`config.mk`:
```
export PLATFORM = sky130hd
export DESIGN_NAME = wnod_controller
export DESIGN_NICKNAME = d
export VERILOG_FILES = /design/src/hdl/wnod_pkg.sv /design/src/hdl/wnod_controller.sv
export VERILOG_INCLUDE_DIRS = /design/src /design/src/hdl
export SDC_FILE = /design/constraint.sdc
export NUM_CORES = 1
export LEC_CHECK = 0
export ABC_AREA = 1
export BUFFER_PORTS_ARGS = -buffer_cell sky130_fd_sc_hd__buf_2
export CAP_MARGIN = 15
export CORE_AREA = 5 5 42 44
export DETAILED_ROUTE_END_ITERATION = 16
export DIE_AREA = 0 0 47 49
export MAX_ROUTING_LAYER = met4
export SYNTH_ARGS = -nofsm -noshare
export SYNTH_HDL_FRONTEND = slang
export SYNTH_SLANG_ARGS = --single-unit
```
`constraint.sdc`:
```
create_clock -name clock -period 1.7 [get_ports clock]
set_clock_uncertainty 0.2 [all_clocks]
set_input_delay 0.17 -clock clock [delete_from_list [all_inputs] [get_ports clock]]
set_output_delay 0.17 -clock clock [all_outputs]
set_load 0.05 [all_outputs]
```
`src/hdl/windowed_nearest_opaque_distance_unit_macros.svh`:
```
// Assertion macros shared by the windowed nearest distance unit.
`ifndef WINDOWED_NEAREST_OPAQUE_DISTANCE_UNIT_MACROS_SVH
`define WINDOWED_NEAREST_OPAQUE_DISTANCE_UNIT_MACROS_SVH
`ifndef NO_ASSERTIONS
`define WNOD_ASSERT_IMP(label, clk, rst, ante, cons) \
   label: assert property (@(posedge clk) disable iff (rst) (ante) |-> (cons)) \
      else $error("assertion failed");
`define WNOD_ASSERT_NEXT(label, clk, rst, ante, cons) \
   label: assert property (@(posedge clk) disable iff (rst) (ante) |=> (cons)) \
      else $error("assertion failed");
`else
`define WNOD_ASSERT_IMP(label, clk, rst, ante, cons)
`define WNOD_ASSERT_NEXT(label, clk, rst, ante, cons)
`endif
`endif

```
`src/hdl/wnod_pkg.sv`:
```
// Shared types and constants of the windowed nearest distance unit.
package wnod_pkg;
   localparam int MAX_WIDTH_DEF  = 256;
   localparam int MAX_HEIGHT_DEF = 256;
   localparam int MAX_RADIUS_DEF = 31;
   localparam logic [7:0] FULL_ALPHA = 8'd255;
   localparam logic [1:0] CSR_RADIUS = 2'd0;
   localparam logic [1:0] CSR_WIDTH  = 2'd1;
   localparam logic [1:0] CSR_HEIGHT = 2'd2;
   localparam logic OP_WRITE = 1'b0;
   localparam logic OP_QUERY = 1'b1;

   typedef struct packed {
      logic write_pixel;
      logic start_query;
      logic scan_step;
      logic start_sqrt;
      logic sqrt_step;
   } cmd_type;

   typedef struct packed {
      logic opaque_hit;
      logic scan_last;
      logic sqrt_done;
   } status_type;
endpackage

```
`src/hdl/wnod_controller.sv`:
```
// Controller state machine sequencing writes, window scans and the square root.
`include "windowed_nearest_opaque_distance_unit_macros.svh"
module wnod_controller (
   input  logic                 clock,
   input  logic                 reset,
   input  logic                 req_valid,
   output logic                 req_ready,
   input  logic                 req_operation,
   output logic                 rsp_valid,
   input  logic                 rsp_ready,
   output wnod_pkg::cmd_type    cmd,
   input  wnod_pkg::status_type status
);
   import wnod_pkg::*;
   localparam logic [2:0] S_IDLE = 3'd0;
   localparam logic [2:0] S_CTR  = 3'd1;
   localparam logic [2:0] S_SCAN = 3'd2;
   localparam logic [2:0] S_TAIL = 3'd3;
   localparam logic [2:0] S_SQRT = 3'd4;
   localparam logic [2:0] S_OUT  = 3'd5;
   logic [2:0] state_ff, state_in;
   logic [1:0] tail_ff, tail_in;

   assign req_ready = state_ff == S_IDLE;
   assign rsp_valid = state_ff == S_OUT;

   always_comb begin
      state_in = state_ff;
      tail_in = tail_ff;
      cmd = '0;
      case (state_ff)
         S_IDLE: if (req_valid) begin
            if (req_operation == OP_WRITE) cmd.write_pixel = 1'b1;
            else begin
               cmd.start_query = 1'b1;
               state_in = S_CTR;
            end
         end
         S_CTR: if (status.opaque_hit) begin
            cmd.start_sqrt = 1'b1;
            state_in = S_SQRT;
         end else state_in = S_SCAN;
         S_SCAN: begin
            cmd.scan_step = 1'b1;
            if (status.scan_last) begin
               state_in = S_TAIL;
               tail_in = 2'd0;
            end
         end
         S_TAIL: begin
            tail_in = tail_ff + 2'd1;
            if (tail_ff == 2'd2) begin
               cmd.start_sqrt = 1'b1;
               state_in = S_SQRT;
            end
         end
         S_SQRT: if (status.sqrt_done) state_in = S_OUT;
            else cmd.sqrt_step = 1'b1;
         S_OUT: if (rsp_ready) state_in = S_IDLE;
         default: state_in = S_IDLE;
      endcase
   end

   always_ff @(posedge clock) begin
      if (reset) begin
         state_ff <= S_IDLE;
         tail_ff <= '0;
      end else begin
         state_ff <= state_in;
         tail_ff <= tail_in;
      end
   end

   `WNOD_ASSERT_IMP(a_excl, clock, reset, 1'b1, !(req_ready && rsp_valid))
   `WNOD_ASSERT_IMP(a_one_cmd, clock, reset, 1'b1, $onehot0(cmd))
   `WNOD_ASSERT_NEXT(a_out_hold, clock, reset, rsp_valid && !rsp_ready, rsp_valid)
endmodule

```
==> metrics.md, run 1 <==
| Metric | Value |
|---|---|
| #FFs+latches synth | 5 |
| Die width | 47 µm |
| Antenna violations before repair | 0 |
| DR iter-0 viols | 3 |
| Netlist cell types | 17 |
| Final min period | 1.63 ns |
| Share of layout cells above drive strength 1 | 46.2% |
| Crit Path Class | flip-flop to primary output |
| Most used cell, CP | nor2_2 |
| Max-cap violations | 0 |
| Avg Cell Area, Syn | 5.95 µm² |
| Bufs and invs on worst path | 2 |
| Worst hold start | status[1] |
| Vias | 462 |
| Design Area, Final | 592 µm² |
| Total Power | 0.00105 W |
| First-pass GRT wire length | 1.59 mm |
| Worst slew pin tran | 0.256 ns |
| Die Area | 0.00230 mm² |
| Relative slew slack | 83.1% |
| CP endpoint kind | primary output |
| DRC errors left | 0 |
| Most frequent cells in the layout | nand2_1 (12), buf_2 (12), inv_1 (11), nor2_1 (11), nor2_2 (8) |
| Critical Path Stages | 6 |
| Layout Utilization | 42.2% |
| Synth Instances | 70 |
| R2R cell count | 8 |
| Via density per instance | 4.32 |
| TritonRoute pass-1 iters | 3 |
| P&R area growth vs syn | 42.0% |
| Io pins | 15 |
| IO Port Bufs | 14 |
| Final WL | 1.00 mm |
| Core area | 0.00140 mm² |
| Antenna viol nets, final | 0 |
| Routed WL per cell | 9.36 µm |
| Setup Total Neg Slack | 0 ns |
| Synth warn | 0 |
| Dpl cell area | 523 µm² |
| Crit path launch | state_ff[0] |
| Fmax | 615 MHz |
| Final worst slack | 0.0729 ns |
| Synthesized Nets | 79 |
| Largest net degree at the start of global routing | 8 |
| Row cnt | 14 |
| GR Overflow Total | 0 |
| Total track usage | 9.83% |
| Maximum VDD drop | 699 µV |
| Vias in the first global route | 420 |
| WP data required | 1.33 ns |
| Slew Viols, Final | 0 |
| Dpl ws | 0.135 ns |
| Reg2reg start | tail_ff[0] |
| Clock Sinks | 5 |
| Status | finished, final reports clean |
| Layout net count | 101 |
| Crit path largest cell delay | 0.35 ns |
| Worst path top cell family by delay | simple AND/OR/NAND/NOR gates |
| Tcrit/Tclk final | 95.7% |
| Clock Latency Late Sink | 0.24 ns |
| Leak pwr | 0.330 nW |
| Mapped Area | 417 µm² |
| Max clock buf depth | 2 |
| Clock root buffer | clkbuf_4 |
| Critical path endpoint | cmd[4] |
| Crit Path Max Fanout | 6 |
| Worst reg2reg path endpoint | state_ff[2] |
| Startpoint Class | flip-flop |
| Post-DP HPWL | 827 µm |
| R2R Setup Slk | 0.26 ns |
| Routability congestion estimate | 0.758 |
| CTS tree | done |
| Fin. Hold Viols | 0 |
| Post-synthesis sequential area ratio | 24.0% |
| Worst Hold Class | primary input to flip-flop |
| Die height | 49 µm |
| Critical path data arrival time | 1.26 ns |
| P per Cell Area | 1770 mW/mm² |
| Reg clk slew, reported paths | 0.04 ns |
| Inserted Clock Buffers | 3 |
| Crit path cell chain | nor2_4, inv_1, nor2_2, nand2_1, nor2_2, buf_6 |
| Initial core utilization | 29.7% |
| Critical-path cell with the highest stage delay | dfxtp_2 |
| H-tree Lvls | 1 |
| Setup-failing EPs final | 0 |
| # diodes | 0 |
## synth_stat cells, drive strengths merged
library cell | count | area, µm²
buf | 1 | 11.3
nor2 | 20 | 92.6
nor3 | 3 | 15.0
and2 | 1 | 6.26
nand4 | 1 | 6.26
dfxtp | 5 | 100
nand3 | 7 | 45.0
a21oi | 3 | 18.8
ha | 1 | 12.5
nand2 | 13 | 51.3
o21ai | 1 | 5.00
inv | 14 | 52.6
## state kept, by name (all words and copies together), names as in the netlist
register  count
tail_ff       2
state_ff      3
## report_power, final
group	internal [W]	switching, W	total (W)
Sequential	0.000156	0.0000598	0.000216
Clock	0.0000888	0.0000501	0.000139
Combinational	0.000236	0.000455	0.000690
## worst min-delay path, delay by kind of cell
family | cells | cell delay [ns]
buffers and inverters | 1 | 0.10
AO/OA/AOI/OAI | 2 | 0.11
AND/OR/NAND/NOR | 1 | 0.05
## through the flow
stage / std cells / hold slack (ns)
finish: 107 / 0.0435
global route: 107 / 0.0579
CTS: 105 / 0.0320
detailed placement: 100 / 0.152
global placement: 100 / 0.148
floorplan: 70 / 0.0391
## worst min path at each step
stage,end,cells past startpoint
floorplan,tail_ff[1],1
global placement,tail_ff[1],2
detailed placement,tail_ff[1],2
CTS,tail_ff[1],4
global route,tail_ff[1],4
finish,tail_ff[1],4
## metal layers
metal	global-route usage [%]	share of wire, %	vias up
met5	-	0	-
met4	6.91	1.7	0
met3	2.21	5.6	2
met2	14.3	50	11
met1	11.5	42	192
li1	-	-	257
## what timing repair did
item,CTS,global route
resized for setup,4,3
pin swaps,1,1
endpoints found under the setup margin,4,4
hold endpoints to repair,1,0
setup buffers,0,2
hold buffers,1,0
## final cells by class
type / instances / area [µm²]
fillers: 167 / 810
multi-input cells: 50 / 278
repair buffers: 18 / 111
well taps: 16 / 20.0
flip-flops and latches: 5 / 104
clock buffers: 4 / 26.3
inverters: 14 / 52.6
## cells by family after synthesis
group / count (synthesis) / share of synthesized area [%]
simple gates: 45 / 52.0
buf+inv: 15 / 15.3
flops: 5 / 24.0
compound gates: 4 / 5.71
fa+ha+maj: 1 / 3.00
(Power assumes the default switching activity.)
==> run 2, diff against run 1 <==
==> constraint.sdc (replaced) <==
create_clock -name clock -period 1.6 [get_ports clock]
set_clock_uncertainty 0.2 [all_clocks]
set_input_delay 0.16 -clock clock [delete_from_list [all_inputs] [get_ports clock]]
set_output_delay 0.16 -clock clock [all_outputs]
set_load 0.05 [all_outputs]
==> run 2 against run 1 <==
  * Hold slack worse by 0.029 ns
  * Global-route usage up 0.86 points
  * Sequential cell count unchanged
  * Sequential share of layout area down 0.33 points
  * Largest cell class unchanged
==> metrics.md, run 2 (same netlist as run 1, synthesis figures left out) <==
| Metric | Value |
|---|---|
| Routed WL per cell | 9.68 µm |
| Setup-failing EPs final | 0 |
| Post-DP HPWL | 820 µm |
| Tcrit/Tclk final | 96.2% |
| H-tree Lvls | 1 |
| Die width | 47 µm |
| Design Area, Final | 639 µm² |
| P per Cell Area | 1870 mW/mm² |
| Total track usage | 10.7% |
| Clock Latency Late Sink | 0.24 ns |
| Worst hold start | status[1] |
| Crit Path Max Fanout | 6 |
| Bufs and invs on worst path | 2 |
| Status | finished, final reports clean |
| Fmax | 650 MHz |
| Largest reg by FF count | state_ff |
| IO Port Bufs | 14 |
| Dpl ws | 0.108 ns |
| Setup Total Neg Slack | 0 ns |
| Most frequent cells in the layout | nor2_1 (11), nand2_1 (10), buf_2 (9) |
| Commonest non-fill, non-tap cell in the layout | nor2_1 |
| Largest net degree at the start of global routing | 8 |
| Layout net count | 100 |
| Largest register FFs | 3 |
| Antenna viol nets, final | 0 |
| Clock Sinks | 5 |
| Max clock buf depth | 2 |
| Core area | 0.00140 mm² |
| Final worst slack | 0.0607 ns |
| RSZ-0062 raised after global routing | yes |
| R2R Setup Slk | 0.20 ns |
| GR Overflow Total | 0 |
| Vias | 490 |
| Die Area | 0.00230 mm² |
| Relative slew slack | 78.4% |
| Most used cell, CP | nor2_4 |
| Inserted Clock Buffers | 3 |
| Regs by FF count | state_ff: 3 flops, tail_ff: 2 flops |
| Startpoint Class | flip-flop |
| Crit path cell chain | nor2_4, inv_2, nor2_4, nand2_2, nor2_4, buf_8 |
| DRC errors left | 0 |
| Row cnt | 14 |
| Slew Viols, Final | 0 |
| Crit Path Class | flip-flop to primary output |
| Routability congestion estimate | 0.785 |
| Leak pwr | 0.331 nW |
| Crit path largest cell delay | 0.37 ns |
| Dpl cell area | 547 µm² |
| Worst slew pin tran | 0.323 ns |
| First-pass GRT wire length | 1.77 mm |
| Critical-path cell with the highest stage delay | dfxtp_4 |
| Placed Cells | 101 |
| Die height | 49 µm |
| TritonRoute pass-1 iters | 4 |
| Critical Path Stages | 6 |
| Maximum VDD drop | 806 µV |
| Critical path endpoint | cmd[4] |
| # fillers | 143 |
| Fin. Hold Viols | 0 |
| Antenna violations before repair | 0 |
| Worst Hold Class | primary input to flip-flop |
| R2R cell count | 8 |
| Final WL | 1.03 mm |
| Critical path data arrival time | 1.18 ns |
| CTS tree | done |
| Final min period | 1.54 ns |
| Share of layout cells above drive strength 1 | 52.2% |
| CP endpoint kind | primary output |
| DR iter-0 viols | 17 |
| Vias in the first global route | 458 |
| Max-cap violations | 0 |
| Post-CTS setup buffer count | 0 |
| Reg clk slew, reported paths | 0.05 ns |
| Worst reg2reg path endpoint | state_ff[1] |
| Final Non-Filler Cells | 106 |
| P&R area growth vs syn | 53.5% |
| Crit path launch | state_ff[0] |
| Clock root buffer | clkbuf_4 |
| Via density per instance | 4.62 |
| Worst path top cell family by delay | flip-flops |
| # diodes | 0 |
| Initial core utilization | 29.7% |
| Io pins | 15 |
| Reg2reg start | tail_ff[0] |
| WP data required | 1.24 ns |
## run 2: layout make-up
type	count	area, µm²	share of cell area (%)
sequential	5	110	17.2
multi-input combinational	50	304	47.6
tap	16	20.0	3.13
timing repair buffer	17	126	19.8
inverter	14	52.6	8.22
clock buffer	4	26.3	4.11
## run 2: where the power goes
part / switching, W / internal [W]
combinational: 0.000516 / 0.000284
clock: 0.0000560 / 0.0000946
sequential: 0.0000668 / 0.000175
total: 0.000639 / 0.000553
## run 2: what timing repair did
action	in CTS	in global routing
endpoints found under the hold margin	1	0
hold buffers	1	0
resized for setup	12	11
endpoints found under the setup margin	5	5
pin swaps	0	1
## run 2: worst min-delay path by stage
stage / cells past startpoint / slack, ns / to
6_report: 4 / 0.01 / tail_ff[1]
5_1_grt: 4 / 0.02 / tail_ff[1]
2_1_floorplan: 1 / 0.03 / tail_ff[1]
3_5_place_dp: 2 / 0.14 / tail_ff[1]
4_1_cts: 4 / 0.004 / tail_ff[1]
3_3_place_gp: 2 / 0.13 / tail_ff[1]
## run 2: worst reg2reg max path: cells and delay by family (launching register included)
kind | cells | cell delay [ns]
buffers and inverters | 1 | 0.05
adders and majority gates | 1 | 0.20
and+or+nand+nor | 6 | 0.54
DFF | 1 | 0.32
## run 2: stage by stage
step | utilization [%] | total power (W) | hold WS, ns
final | 45.6 | 0.00119 | 0.0145
after global routing | 45.6 | 0.00128 | 0.0181
after CTS | 44.0 | 0.00116 | 0.00367
after detailed placement | 39.0 | 0.000946 | 0.135
after global placement | 39.0 | 0.000946 | 0.134
after floorplan | - | 0.000803 | 0.0291
## run 2: metal layers
layer  global-route usage [%]  routed length (µm)  share of wire (%)  up-vias
li1                         -                   -                  -      260
met4                     6.91                  27                2.6        0
met1                     12.6                 423                 41      208
met2                     15.8                 498                 49       18
met5                        -                   0                  0        -
met3                     2.21                  77                7.5        4
==> run 3, diff against run 2 <==
--- a/config.mk
+++ b/config.mk
@@ -13,6 +13,7 @@
 export DETAILED_ROUTE_END_ITERATION = 16
 export DIE_AREA = 0 0 47 49
 export MAX_ROUTING_LAYER = met4
+export PLACE_DENSITY = 0.64
 export SYNTH_ARGS = -nofsm -noshare
 export SYNTH_HDL_FRONTEND = slang
 export SYNTH_SLANG_ARGS = --single-unit
==> run 3 against run 2 <==
  * Critical path depth is the same
  * Clock power about the same
  * Die area did not move
  * Cell count increased by 2.8%
  * Via count grew 0.20%
  * Non-clock buffer count up 3
  * Register-to-register slack worse by 0.05 ns
  * Count of clock-buffer cells in the layout is the same
==> metrics.md, run 3 (same netlist as run 1, synthesis figures left out) <==
| Metric | Value |
|---|---|
| Status | finished, final reports clean |
| Initial core utilization | 29.7% |
| Io pins | 15 |
| Setup-failing EPs final | 0 |
| Critical-path cell with the highest stage delay | dfxtp_4 |
| Crit path cell chain | nor2_4, inv_2, nor2_4, nand2_2, nor2_4, buf_8 |
| Most used cell, CP | nor2_4 |
| Worst slew pin tran | 0.312 ns |
| Fmax | 647 MHz |
| Tcrit/Tclk final | 96.6% |
| Antenna viol nets, final | 0 |
| DR iter-0 viols | 5 |
| Crit Path Class | flip-flop to primary output |
| P&R area growth vs syn | 56.8% |
| Startpoint Class | flip-flop |
| Die Area | 0.00230 mm² |
| Min Hold Slack | 0.0379 ns |
| Largest reg by FF count | state_ff |
| Dpl ws | 0.0812 ns |
| Final WL | 1.07 mm |
| Max-cap violations | 0 |
| WP data required | 1.24 ns |
| Clock root buffer | clkbuf_4 |
| H-tree Lvls | 1 |
| Layout net count | 103 |
| Fin. Hold Viols | 0 |
| Via density per instance | 4.50 |
| Relative slew slack | 79.1% |
| Die height | 49 µm |
| Die width | 47 µm |
| Routability congestion estimate | 0.740 |
| Regs by FF count | state_ff: 3 flops, tail_ff: 2 flops |
| Routed WL per cell | 9.79 µm |
| Crit Path Max Fanout | 6 |
| Max clock buf depth | 2 |
| Core area | 0.00140 mm² |
| Reg clk slew, reported paths | 0.05 ns |
| RSZ-0062 raised after global routing | yes |
| DRC errors left | 0 |
| CP endpoint kind | primary output |
| Crit path largest cell delay | 0.37 ns |
| P per Cell Area | 1870 mW/mm² |
| Share of layout cells above drive strength 1 | 51.6% |
| Post-DP HPWL | 859 µm |
| GR Overflow Total | 0 |
| Clock Sinks | 5 |
| CTS tree | done |
| Total track usage | 10.8% |
| Final min period | 1.55 ns |
| Vias in the first global route | 457 |
| Vias | 491 |
| TritonRoute pass-1 iters | 3 |
| Leak pwr | 0.344 nW |
| Largest net degree at the start of global routing | 8 |
| Row cnt | 14 |
| Clock Latency Late Sink | 0.24 ns |
| Critical path data arrival time | 1.19 ns |
| # fillers | 165 |
| Final worst slack | 0.0539 ns |
| Total Power | 0.00122 W |
| Antenna violations before repair | 0 |
| First-pass GRT wire length | 1.73 mm |
| Worst Hold Class | primary input to flip-flop |
| Most frequent cells in the layout | nand2_1 (11), nor2_1 (11), buf_2 (9) |
| Slew Viols, Final | 0 |
| Maximum VDD drop | 896 µV |
| IO Port Bufs | 14 |
| Inserted Clock Buffers | 3 |
| # diodes | 0 |
| Largest register FFs | 3 |
[run 3: cell count changes in the layout (fill, tap and decap cells not counted)]
| cell | before | now |
|---|---|---|
| nand2_1 | 10 | 11 |
| buf_4 | 3 | 6 |
| dfxtp_1 | 1 | 2 |
| nor2_4 | 4 | 3 |
| nor2_2 | 5 | 6 |
| dfxtp_2 | 2 | 1 |
| nand2_2 | 3 | 2 |
[run 3: area by class of cell]
cell class / count / area (µm²) / share of cell area, %
clock buffer: 4 / 26.3 / 4.02
inverter: 14 / 52.6 / 8.05
multi-input combinational: 50 / 297 / 45.4
sequential: 5 / 109 / 16.7
tap: 16 / 20.0 / 3.07
timing repair buffer: 20 / 149 / 22.8
[run 3: timing repair]
action,CTS,global route
setup endpoints to repair,5,7
resized for setup,8,13
endpoints found under the hold margin,2,0
hold buffers,1,0
pin swaps,1,2
buffers inserted,2,0
[run 3: power breakdown]
| group | internal (W) | switching [W] | leakage, nW | total, W |
|---|---|---|---|---|
| logic | 0.000318 | 0.000522 | 0.286 | 0.000840 |
| clock network | 0.0000945 | 0.0000542 | 0.0150 | 0.000149 |
| registers | 0.000173 | 0.0000586 | 0.0426 | 0.000232 |
| total | 0.000586 | 0.000635 | 0.344 | 0.00122 |
[run 3: worst max-delay path, delay by kind of cell, from the launching register on]
family                 cells  cell delay [ns]
AND/OR/NAND/NOR            4             0.37
buffers and inverters      2             0.21
flip-flops                 1             0.37
[run 3: layer usage]
layer	up-vias	share of wire, %	global-route usage (%)
li1	262	-	-
met1	215	39	11.4
met2	12	53	16.3
met3	2	7.2	2.58
met4	0	1.1	8.29
met5	-	0	-
[run 3: through the flow]
stage	cell area, µm²	util, %	cells	setup TNS, ns
2_1_floorplan	453	-	70	-0.209
3_3_place_gp	554	39.6	102	0
3_5_place_dp	554	39.6	102	0
4_1_cts	626	44.6	109	-0.0360
5_1_grt	653	46.6	109	-0.0297
6_report	653	46.6	109	0
[run 3: path summary, 6_finish.rpt]
path | slack (ns) | cells past startpoint | from | to
worst max-delay path | 0.05 | 6 | state_ff[0] | cmd[4]
worst min-delay path | 0.04 | 4 | status[1] | tail_ff[1]
worst max register to register | 0.15 | 8 | tail_ff[0] | state_ff[2]
worst min register to register | 0.27 | 2 | tail_ff[1] | tail_ff[1]
